[src/rtl/mbcd_pkg.sv]
// Shared types and constants for the multiplexed BCD display driver.
// No dependencies; used by every module of the block.
`default_nettype none
package mbcd_pkg;

	localparam int VALUE_W       = 32;
	localparam int NUM_CELLS     = 10;  // decimal digits of a 32-bit value
	localparam int BITS_PER_STEP = 4;   // shift-add-3 steps done per cycle
	localparam int STEPS         = VALUE_W / BITS_PER_STEP;
	localparam int STEP_W        = $clog2(STEPS);
	localparam int IDX_W         = $clog2(NUM_CELLS);
	localparam int NIB_W         = 4;
	localparam int SEL_W         = 3;
	localparam int CNT_W         = 4;

	typedef logic [NIB_W-1:0]         nib_t;
	typedef logic [BITS_PER_STEP-1:0] carry_t;

	typedef struct packed {
		logic load;   // clear cells, capture value
		logic shift;  // run one group of shift-add-3 steps
	} ctl_t;

endpackage
`default_nettype wire

[src/rtl/mbcd_cell.sv]
// One BCD digit cell of the shift-add-3 chain.
// Depends on mbcd_pkg.
`default_nettype none
module mbcd_cell (
	input  wire logic            clk,
	input  wire mbcd_pkg::ctl_t   ctl,
	input  wire mbcd_pkg::carry_t carry_in,
	output mbcd_pkg::carry_t      carry_out,
	output mbcd_pkg::nib_t        digit
);

	mbcd_pkg::nib_t digit_q;
	mbcd_pkg::nib_t digit_d;

	// bit j of carry_in enters at sub-step j; carry_out[j] is what leaves then
	always_comb begin
		mbcd_pkg::nib_t v;
		mbcd_pkg::nib_t a;
		v = digit_q;
		a = '0;
		carry_out = '0;
		for (int j = 0; j < mbcd_pkg::BITS_PER_STEP; j++) begin
			a = (v >= mbcd_pkg::nib_t'(5)) ? v + mbcd_pkg::nib_t'(3) : v;
			carry_out[j] = a[mbcd_pkg::NIB_W-1];
			v = {a[mbcd_pkg::NIB_W-2:0], carry_in[j]};
		end
		digit_d = v;
	end

	always_ff @(posedge clk) begin
		if (ctl.load) begin
			digit_q <= '0;
		end else if (ctl.shift) begin
			digit_q <= digit_d;
		end
	end

	assign digit = digit_q;

endmodule
`default_nettype wire

[src/rtl/mbcd_chain.sv]
// Value shift register feeding a row of BCD cells (double dabble).
// Depends on mbcd_pkg and mbcd_cell.
`default_nettype none
module mbcd_chain (
	input  wire logic                                           clk,
	input  wire mbcd_pkg::ctl_t                                  ctl,
	input  wire logic [mbcd_pkg::VALUE_W-1:0]                    value,
	output logic [mbcd_pkg::NUM_CELLS-1:0][mbcd_pkg::NIB_W-1:0]  digits
);

	logic [mbcd_pkg::VALUE_W-1:0] value_q;
	mbcd_pkg::carry_t             carry_head;
	mbcd_pkg::carry_t             carry [mbcd_pkg::NUM_CELLS];

	always_ff @(posedge clk) begin
		if (ctl.load) begin
			value_q <= value;
		end else if (ctl.shift) begin
			value_q <= value_q << mbcd_pkg::BITS_PER_STEP;
		end
	end

	// MSB of the value enters the low cell first
	always_comb begin
		for (int j = 0; j < mbcd_pkg::BITS_PER_STEP; j++) begin
			carry_head[j] = value_q[mbcd_pkg::VALUE_W-1-j];
		end
	end

	assign carry[0] = carry_head;

	for (genvar i = 0; i < mbcd_pkg::NUM_CELLS; i++) begin : g_cell
		if (i < mbcd_pkg::NUM_CELLS - 1) begin : g_mid
			mbcd_cell u_cell (
				.clk       (clk),
				.ctl       (ctl),
				.carry_in  (carry[i]),
				.carry_out (carry[i+1]),
				.digit     (digits[i])
			);
		end else begin : g_top
			mbcd_cell u_cell (
				.clk       (clk),
				.ctl       (ctl),
				.carry_in  (carry[i]),
				.carry_out (),
				.digit     (digits[i])
			);
		end
	end

endmodule
`default_nettype wire

[src/rtl/multiplexed_bcd_display_driver.sv]
// Top level: binary-to-BCD conversion and digit strobing for a muxed display.
// Depends on mbcd_pkg and mbcd_chain.
//
//   channel | direction | handshake            | payload
//   in      | input     | in_valid / in_stall   | value
//   out     | output    | out_valid / out_stall | bcd_digit, digit_select, too_large, last
//   cfg     | input     | cfg_wr_en             | cfg_wr_data (digit_count)
//
// An item is accepted in ST_IDLE, converted in the cell row in ST_CONV (4 shift-add-3
// steps per cycle over 32 bits), then shown in ST_SHOW as one result per digit of the
// clamped digit count, or as a single overflow result.
// One item is worked on at a time; a new item is taken while the last result
// still sits in the output register. out_stall only delays the strobe phase.
// Reset clears the control state and sets digit_count to 3.
`default_nettype none
module multiplexed_bcd_display_driver #(
	parameter int MAX_DIGITS = 8
) (
	input  wire logic                                clk,
	input  wire logic                                arst_n,
	input  wire logic                                cfg_wr_en,
	input  wire logic [mbcd_pkg::CNT_W-1:0]          cfg_wr_data,
	input  wire logic                                in_valid,
	output logic                                     in_stall,
	input  wire logic [mbcd_pkg::VALUE_W-1:0]        value,
	output logic                                     out_valid,
	input  wire logic                                out_stall,
	output logic [mbcd_pkg::NIB_W-1:0]               bcd_digit,
	output logic [mbcd_pkg::SEL_W-1:0]               digit_select,
	output logic                                     too_large,
	output logic                                     last
);

	localparam logic [mbcd_pkg::CNT_W-1:0] MAX_N = mbcd_pkg::CNT_W'(MAX_DIGITS);

	typedef enum logic [1:0] {ST_IDLE, ST_CONV, ST_SHOW} state_t;

	state_t                                             state_q;
	logic [mbcd_pkg::CNT_W-1:0]                         dc_q;
	logic [mbcd_pkg::STEP_W-1:0]                        step_q;
	logic [mbcd_pkg::IDX_W-1:0]                         pos_q;
	logic [mbcd_pkg::SEL_W-1:0]                         sel_q;
	logic                                               out_valid_q;
	mbcd_pkg::nib_t                                     bcd_digit_q;
	logic [mbcd_pkg::SEL_W-1:0]                         digit_select_q;
	logic                                               too_large_q;
	logic                                               last_q;

	mbcd_pkg::ctl_t                                     ctl;
	logic [mbcd_pkg::NUM_CELLS-1:0][mbcd_pkg::NIB_W-1:0] digits;
	logic [mbcd_pkg::CNT_W-1:0]                         n_eff;
	logic                                               big;
	logic                                               in_xfer;
	logic                                               out_free;

	assign in_xfer  = in_valid && (state_q == ST_IDLE);
	assign out_free = !out_valid_q || !out_stall;

	assign ctl.load  = in_xfer;
	assign ctl.shift = (state_q == ST_CONV);

	always_comb begin
		if (dc_q == '0) begin
			n_eff = mbcd_pkg::CNT_W'(1);
		end else if (dc_q > MAX_N) begin
			n_eff = MAX_N;
		end else begin
			n_eff = dc_q;
		end
	end

	// overflow: a nonzero digit at or above the displayed width
	always_comb begin
		big = 1'b0;
		for (int i = 0; i < mbcd_pkg::NUM_CELLS; i++) begin
			if (mbcd_pkg::CNT_W'(i) >= n_eff && digits[i] != '0) begin
				big = 1'b1;
			end
		end
	end

	mbcd_chain u_chain (
		.clk    (clk),
		.ctl    (ctl),
		.value  (value),
		.digits (digits)
	);

	always_ff @(posedge clk or negedge arst_n) begin
		if (!arst_n) begin
			state_q        <= ST_IDLE;
			dc_q           <= mbcd_pkg::CNT_W'(3);
			step_q         <= '0;
			pos_q          <= '0;
			sel_q          <= '0;
			out_valid_q    <= 1'b0;
			bcd_digit_q    <= '0;
			digit_select_q <= '0;
			too_large_q    <= 1'b0;
			last_q         <= 1'b0;
		end else begin
			if (cfg_wr_en) begin
				dc_q <= cfg_wr_data;
			end
			// in the strobe phase a free output register is always refilled below
			if (out_valid_q && !out_stall && state_q != ST_SHOW) begin
				out_valid_q <= 1'b0;
			end
			unique case (state_q)
				ST_IDLE: begin
					if (in_xfer) begin
						step_q  <= '0;
						state_q <= ST_CONV;
					end
				end
				ST_CONV: begin
					step_q <= step_q + 1'b1;
					if (step_q == mbcd_pkg::STEP_W'(mbcd_pkg::STEPS - 1)) begin
						pos_q   <= mbcd_pkg::IDX_W'(n_eff - 1'b1);
						sel_q   <= '0;
						state_q <= ST_SHOW;
					end
				end
				ST_SHOW: begin
					if (out_free) begin
						out_valid_q <= 1'b1;
						if (big) begin
							bcd_digit_q    <= '0;
							digit_select_q <= '0;
							too_large_q    <= 1'b1;
							last_q         <= 1'b1;
							state_q        <= ST_IDLE;
						end else begin
							bcd_digit_q    <= digits[pos_q];
							digit_select_q <= sel_q;
							too_large_q    <= 1'b0;
							last_q         <= (pos_q == '0);
							pos_q          <= pos_q - 1'b1;
							sel_q          <= sel_q + 1'b1;
							if (pos_q == '0) begin
								state_q <= ST_IDLE;
							end
						end
					end
				end
				default: state_q <= ST_IDLE;
			endcase
		end
	end

	assign in_stall     = (state_q != ST_IDLE);
	assign out_valid    = out_valid_q;
	assign bcd_digit    = bcd_digit_q;
	assign digit_select = digit_select_q;
	assign too_large    = too_large_q;
	assign last         = last_q;

endmodule
`default_nettype wire

[config.mk]
export PLATFORM = sky130hd
export DESIGN_NAME = multiplexed_bcd_display_driver
export DESIGN_NICKNAME = d
export VERILOG_FILES = /design/src/rtl/mbcd_pkg.sv /design/src/rtl/mbcd_cell.sv /design/src/rtl/mbcd_chain.sv /design/src/rtl/multiplexed_bcd_display_driver.sv
export SDC_FILE = /design/constraint.sdc
export NUM_CORES = 1
export LEC_CHECK = 0
export BUFFER_PORTS_ARGS = -buffer_cell sky130_fd_sc_hd__buf_2
export CAP_MARGIN = 25
export CORE_AREA = 5 5 102 152
export DETAILED_ROUTE_END_ITERATION = 16
export DIE_AREA = 0 0 107 157
export PLACE_DENSITY_LB_ADDON = 0.2
export REMOVE_ABC_BUFFERS = 1
export SYNTH_ARGS = -nofsm -noshare
export SYNTH_HDL_FRONTEND = slang
export SYNTH_SLANG_ARGS = --single-unit
[constraint.sdc]
create_clock -name clk -period 8.7 [get_ports clk]
set_input_delay 0.87 -clock clk [delete_from_list [all_inputs] [get_ports clk]]
set_output_delay 0.87 -clock clk [all_outputs]
set_load 0.01 [all_outputs]
==> results.sh, run 1 <==
export IMPL_cts_setup_buffers=0
export IMPL_die_h_um=157
export IMPL_synth_seq_area_share=0.258
export IMPL_cp_depth=23
export IMPL_slew_headroom=0.481
export IMPL_ant_nets=0
export IMPL_gp_congestion=0.892
export IMPL_ys_types=89
export IMPL_synth_avg_cell_area_um2=8.07
export IMPL_endpoint="u_chain.g_cell[4].g_mid.u_cell.digit[2]"
export IMPL_numClockSinks=98
export IMPL_via_count=8445
export IMPL_synth_seq_cells=98
export IMPL_async_reset_ff_frac=0.265
export IMPL_io_pins=52
export IMPL_initial_core_util=0.673
export IMPL_area_delta_synth_final_pct=6.32
export IMPL_cts_max_path_buffers=2
export IMPL_cts_root_buffer="clkbuf_16"
export IMPL_slew_viol_final=0
export IMPL_syn_inst=1161
export IMPL_n_antenna_cell=0
export IMPL_io_buffer_count=51
export IMPL_synth_most_common_cell="nand2_1"
export IMPL_synthTopCellsByArea="ha_1 12%, edfxtp_1 10%, dfxtp_1 8.5%"
export IMPL_clkSlewWorstSetupHoldPaths_ps=80
export IMPL_critPathBufInv=5
export IMPL_clock_latency_ps=350
export IMPL_worstMarginPinSlew_ps=778
export IMPL_drv_cap=0
export IMPL_max_freq_mhz=200
export IMPL_nets=1314
export IMPL_status="finished clean"
export IMPL_hp_class="reg2reg"
export IMPL_die_x_um=107
export IMPL_grt_max_degree=46
export IMPL_post_cts_resized=0
export IMPL_worstReg2RegEnd="u_chain.g_cell[4].g_mid.u_cell.digit[2]"
export IMPL_drive_gt1_frac=0.112
export IMPL_finClkSkew_ps=9.33
export IMPL_tns_ps=0
export IMPL_min_period_ps=5010
export IMPL_drc=0
export IMPL_grt_overflow=0
export IMPL_coreArea_um2=13900
export IMPL_netlist_area_um2=9370
export IMPL_r2r_slack_ps=3690
export IMPL_path_delay_family="compound AO/OA/AOI/OAI gates"
export IMPL_required_ps=8910
export IMPL_criticalPathCategory="reg2reg"
export IMPL_hold_buffers=0
export IMPL_critPathLaunch="u_chain.g_cell[4].g_mid.u_cell.digit[1]"
export IMPL_critical_path_arrival_ps=5220
export IMPL_numCtsBuffers=9
export IMPL_track_usage=0.271
export IMPL_worstSetupStartpointType="register"
export IMPL_path_max_fanout=5
export IMPL_synth_top_area_frac=0.119
export IMPL_synth_common_cells="186 x nand2_1, 95 x inv_1, 89 x ha_1"
export IMPL_dpl_cell_area_um2=9670
export IMPL_critPathSlowestCell="dfxtp_1"
export IMPL_synth_edf_count=32
export IMPL_worst_r2r_path_depth=23
export IMPL_cts_tree="yes"
export IMPL_r2r_start="u_chain.g_cell[4].g_mid.u_cell.digit[1]"
export IMPL_rsz0062_at_grt="false"
export IMPL_synthFlopType="dfxtp_1"
export IMPL_worstPathCellList="inv_1, ha_1, and2b_1, a2bb2oi_1, and2_1, inv_1, ha_1, inv_1, nor2_1, o31ai_1, xnor2_1, inv_1, ha_1, nor2b_1, o21ai_1, xor2_1, inv_1, ha_1, nand2b_1, and2_1, a211o_1, mux2i_1, o21ai_0"
export IMPL_first_iter_violations=341
export IMPL_yosys_warnings=0
export IMPL_first_pass_iters=5
export IMPL_wl_mm=22.4
export IMPL_vias_per_cell=6.24
export IMPL_place_detailed_hpwl_mm=17.0
export IMPL_max_stage_delay_ps=490
export IMPL_fin_crit_sh=0.576
export IMPL_hold_violations=0
export IMPL_grt_antenna_before_repair=0
export IMPL_grt_pass1_vias=8231
export IMPL_finalSetupViolCount=0
export IMPL_cp_common_cell="inv_1"
export IMPL_die_area_um2=16800
export IMPL_synth_area_leader_cell="ha_1"
export IMPL_finish_instance_area_um2=9960
export IMPL_rows=53
export IMPL_wire_per_inst_um=16.6
export IMPL_grt_pass1_wl_mm=37.4
export IMPL_cts_max_level=3
export IMPL_cp_end_kind="register"
==> routing by layer <==
layer	share of wire	GRT usage	vias to the layer above
met5	0	0	-
met3	0.040	0.0259	53
li1	-	-	4187
met1	0.40	0.303	3993
met2	0.53	0.517	212
met4	0.034	0.118	0
==> worst min-delay path: stages, from the launching register on <==
cell and delay [ps]:
dfrtp_1 350, nand2_1 50, nand2_1 50
==> per-stage QoR <==
step | util | hold WS [ps] | instances | setup slack (ps)
2_1_floorplan | - | 418 | 1115 | 4390
3_3_place_gp | 0.694 | 445 | 1337 | 3900
3_5_place_dp | 0.694 | 452 | 1337 | 3780
4_1_cts | 0.715 | 469 | 1353 | 3770
5_1_grt | 0.715 | 497 | 1354 | 3290
6_report | 0.715 | 466 | 1354 | 3690
==> state kept, by name, summed over array words and instances (netlist names), 4 cells and up <==
signal,count
u_chain.value_q,32
u_chain.g_cell.g_mid.u_cell.digit,36
u_chain.g_cell.g_top.u_cell.digit,4
dc_q,4
bcd_digit,4
pos_q,4
==> kinds of logic after synthesis <==
logic type                 count (synthesis)  synth area share
and+or+nand+nor                          448             0.228
AOI/OAI and AO/OA                        282             0.218
buffers and inverters                    146            0.0626
DFF                                       98             0.258
adders and majority gates                 89             0.119
muxes                                     69            0.0879
xor gates and xnor gates                  29            0.0271
==> cell type report <==
cell class / instances / area, um2
tap: 165 / 206
multi-input combinational: 917 / 6370
clock inverter: 7 / 58.8
timing repair buffer: 58 / 308
fill: 1133 / 3970
clock buffer: 9 / 225
sequential: 98 / 2410
inverter: 100 / 375
==> how the worst min path moves through the flow <==
stage                        start                                       to  slack [ps]  cells past startpoint
2_1_floorplan  u_chain.value_q[28]  u_chain.g_cell[0].g_mid.u_cell.digit[0]         420                      2
3_3_place_gp       digit_select[2]                          digit_select[2]         450                      2
3_5_place_dp       digit_select[2]                          digit_select[2]         450                      2
4_1_cts            digit_select[2]                          digit_select[2]         470                      2
5_1_grt            digit_select[1]                          digit_select[1]         500                      2
6_report           digit_select[2]                          digit_select[2]         470                      2
==> layout by cell type (no fill, tap or decap), drive strengths merged, types with 7 or more instances in the layout <==
cell,n
and2b,7
xor2,8
nand2,186
or3,8
a21o,16
nand2b,30
a31oi,10
a21oi,39
mux2,14
mux2i,47
o21a,16
nor3,19
o31ai,14
a211o,19
and2,24
nand3,48
o21ai,69
o221ai,9
dfrtp,24
ha,89
buf,58
a2bb2oi,8
edfxtp,32
nor2b,18
a211oi,11
mux4,8
inv,103
xnor2,21
dfxtp,40
and3,9
o211ai,12
nor2,68
o311ai,9
clkbuf,9
Power of run 1 is not shown: default switching activity piles up to over one toggle a cycle in this logic, so the estimate is an artifact.
==> inputs of run 2 (changes only) <==
--- a/config.mk
+++ b/config.mk
@@ -7,9 +7,9 @@
 export LEC_CHECK = 0
 export BUFFER_PORTS_ARGS = -buffer_cell sky130_fd_sc_hd__buf_2
 export CAP_MARGIN = 25
-export CORE_AREA = 5 5 102 152
+export CORE_AREA = 5 5 106 158
 export DETAILED_ROUTE_END_ITERATION = 16
-export DIE_AREA = 0 0 107 157
+export DIE_AREA = 0 0 111 163
 export PLACE_DENSITY_LB_ADDON = 0.2
 export REMOVE_ABC_BUFFERS = 1
 export SYNTH_ARGS = -nofsm -noshare
==> constraint.sdc (replaced) <==
create_clock -name clk -period 5.2 [get_ports clk]
set_input_delay 0.52 -clock clk [delete_from_list [all_inputs] [get_ports clk]]
set_output_delay 0.52 -clock clk [all_outputs]
set_load 0.01 [all_outputs]
==> run 2 against run 1 <==
Against the previous run:
- flip-flop and latch count did not move
- maximum frequency is 3.7% higher
- cell count is 3.3% higher
- largest cell class unchanged
==> results.sh, run 2 (synthesis gave the netlist of run 1 again) <==
export IMPL_status="finished clean"
export IMPL_rows=56
export IMPL_dpl_cell_area_um2=9780
export IMPL_required_ps=5430
export IMPL_cts_root_buffer="clkbuf_16"
export IMPL_critPathSlowestCell="dfxtp_1"
export IMPL_via_count=8517
export IMPL_max_freq_mhz=207
export IMPL_die_h_um=163
export IMPL_worstSetupStartpointType="register"
export IMPL_slew_viol_final=0
export IMPL_cts_max_path_buffers=2
export IMPL_numClockSinks=98
export IMPL_cp_depth=24
export IMPL_multi_input_area_um2=6420
export IMPL_critPathBufInv=5
export IMPL_whs_ps=191
export IMPL_track_usage=0.253
export IMPL_hold_buffers=0
export IMPL_place_detailed_hpwl_mm=17.3
export IMPL_initial_core_util=0.611
export IMPL_drc=0
export IMPL_hp_class="in2async"
export IMPL_worstPathCellList="inv_1, ha_1, and2b_1, nor3_2, a21o_1, inv_1, ha_1, inv_1, nor2_1, o31ai_2, xnor2_1, inv_1, ha_1, nand2b_1, nand2_1, o311a_1, nand2_1, xor2_2, inv_1, ha_1, nor2b_1, o31ai_2, mux2i_1, o21ai_1"
export IMPL_min_period_ps=4830
export IMPL_fill_cells=1332
export IMPL_worstMarginPinSlew_ps=812
export IMPL_grt_max_degree=48
export IMPL_criticalPathCategory="reg2reg"
export IMPL_first_iter_violations=469
export IMPL_first_pass_iters=6
export IMPL_rsz0062_at_grt="false"
export IMPL_io_pins=52
export IMPL_worst_r2r_path_depth=24
export IMPL_finalSetupViolCount=0
export IMPL_finish_instance_area_um2=10100
export IMPL_cts_tree="yes"
export IMPL_wl_mm=23.0
export IMPL_hold_violations=0
export IMPL_die_area_um2=18100
export IMPL_clkSlewWorstSetupHoldPaths_ps=80
export IMPL_area_delta_synth_final_pct=8.00
export IMPL_vias_per_cell=6.09
export IMPL_grt_overflow=0
export IMPL_regArea_um2=2420
export IMPL_drv_cap=0
export IMPL_critical_path_arrival_ps=5060
export IMPL_coreArea_um2=15300
export IMPL_path_max_fanout=5
export IMPL_max_stage_delay_ps=470
export IMPL_grt_pass1_vias=8394
export IMPL_largest_reg_flops=36
export IMPL_cts_max_level=3
export IMPL_n_antenna_cell=0
export IMPL_finClkSkew_ps=7.58
export IMPL_gp_congestion=0.957
export IMPL_ant_nets=0
export IMPL_io_buffer_count=51
export IMPL_numCtsBuffers=9
export IMPL_postLayoutCoreUtil=0.659
export IMPL_cp_common_cell="inv_1"
export IMPL_clock_latency_ps=360
export IMPL_fin_crit_sh=0.929
export IMPL_die_x_um=111
export IMPL_drive_gt1_frac=0.125
export IMPL_cp_end_kind="register"
export IMPL_wire_per_inst_um=16.4
export IMPL_final_common_cell="nand2_1"
export IMPL_slew_headroom=0.458
export IMPL_final_cell_mix="186 x nand2_1, 95 x inv_1, 89 x ha_1, 68 x nor2_1, 54 x o21ai_0"
export IMPL_nets=1321
export IMPL_path_delay_family="compound AO/OA/AOI/OAI gates"
export IMPL_grt_antenna_before_repair=0
export IMPL_tns_ps=0
export IMPL_grt_pass1_wl_mm=38.4
run 2: cell count changes in the layout (fill, tap and decap cells not counted), sizes merged:
cell	delta
clkinv	-1
inv	+1
buf	+7
run 2: worst paths after layout:
kind | start | endpoint | slack (ps)
hold / removal | arst_n | digit_select[2] | 190
setup / recovery | u_chain.g_cell[5].g_mid.u_cell.digit[1] | u_chain.g_cell[6].g_mid.u_cell.digit[2] | 370
hold reg to reg | bcd_digit[0] | bcd_digit[0] | 460
setup reg to reg | u_chain.g_cell[5].g_mid.u_cell.digit[1] | u_chain.g_cell[6].g_mid.u_cell.digit[2] | 370
max in group asynchronous | arst_n | dc_q[3] | 4560
min in group clk | cfg_wr_data[2] | dc_q[2] | 390
run 2: routing by layer:
metal,global-route usage,wire [um],vias to the layer above
met5,0,0,-
met2,0.484,12100,213
met4,0.105,750,0
li1,-,-,4185
met1,0.281,9230,4070
met3,0.0290,844,49
run 2: cell type report:
class	instances	area share
Multi-Input combinational cell	917	0.635
Tap cell	203	0.0251
Inverter	100	0.0371
Clock buffer	9	0.0223
Sequential cell	98	0.239
Timing Repair Buffer	65	0.0356
Clock inverter	7	0.00606
run 2: worst reg2reg max path, stage by stage (launching register included):
cell and delay, ps:
dfxtp_1 470, inv_1 130, ha_1 260, and2b_1 250, nor3_2 230, a21o_1 140, inv_1 70, ha_1 170
inv_1 80, nor2_1 80, o31ai_2 320, xnor2_1 230, inv_1 110, ha_1 240, nand2b_1 130, nand2_1 70
o311a_1 330, nand2_1 120, xor2_2 210, inv_1 90, ha_1 230, nor2b_1 160, o31ai_2 290, mux2i_1 240
o21ai_1 70
run 2: per-stage QoR:
stage,worst slack [ps],cells
floorplan,890,1115
global placement,387,1383
detailed placement,324,1383
CTS,268,1399
global route,24.6,1399
finish,369,1399
run 2: timing repair:
| action | in CTS | in global routing |
|---|---|---|
| setup endpoints to repair | 0 | 8 |
| gates resized for setup | 0 | 10 |
| setup buffers | 0 | 0 |
Power of run 2 is left out for the same reason.
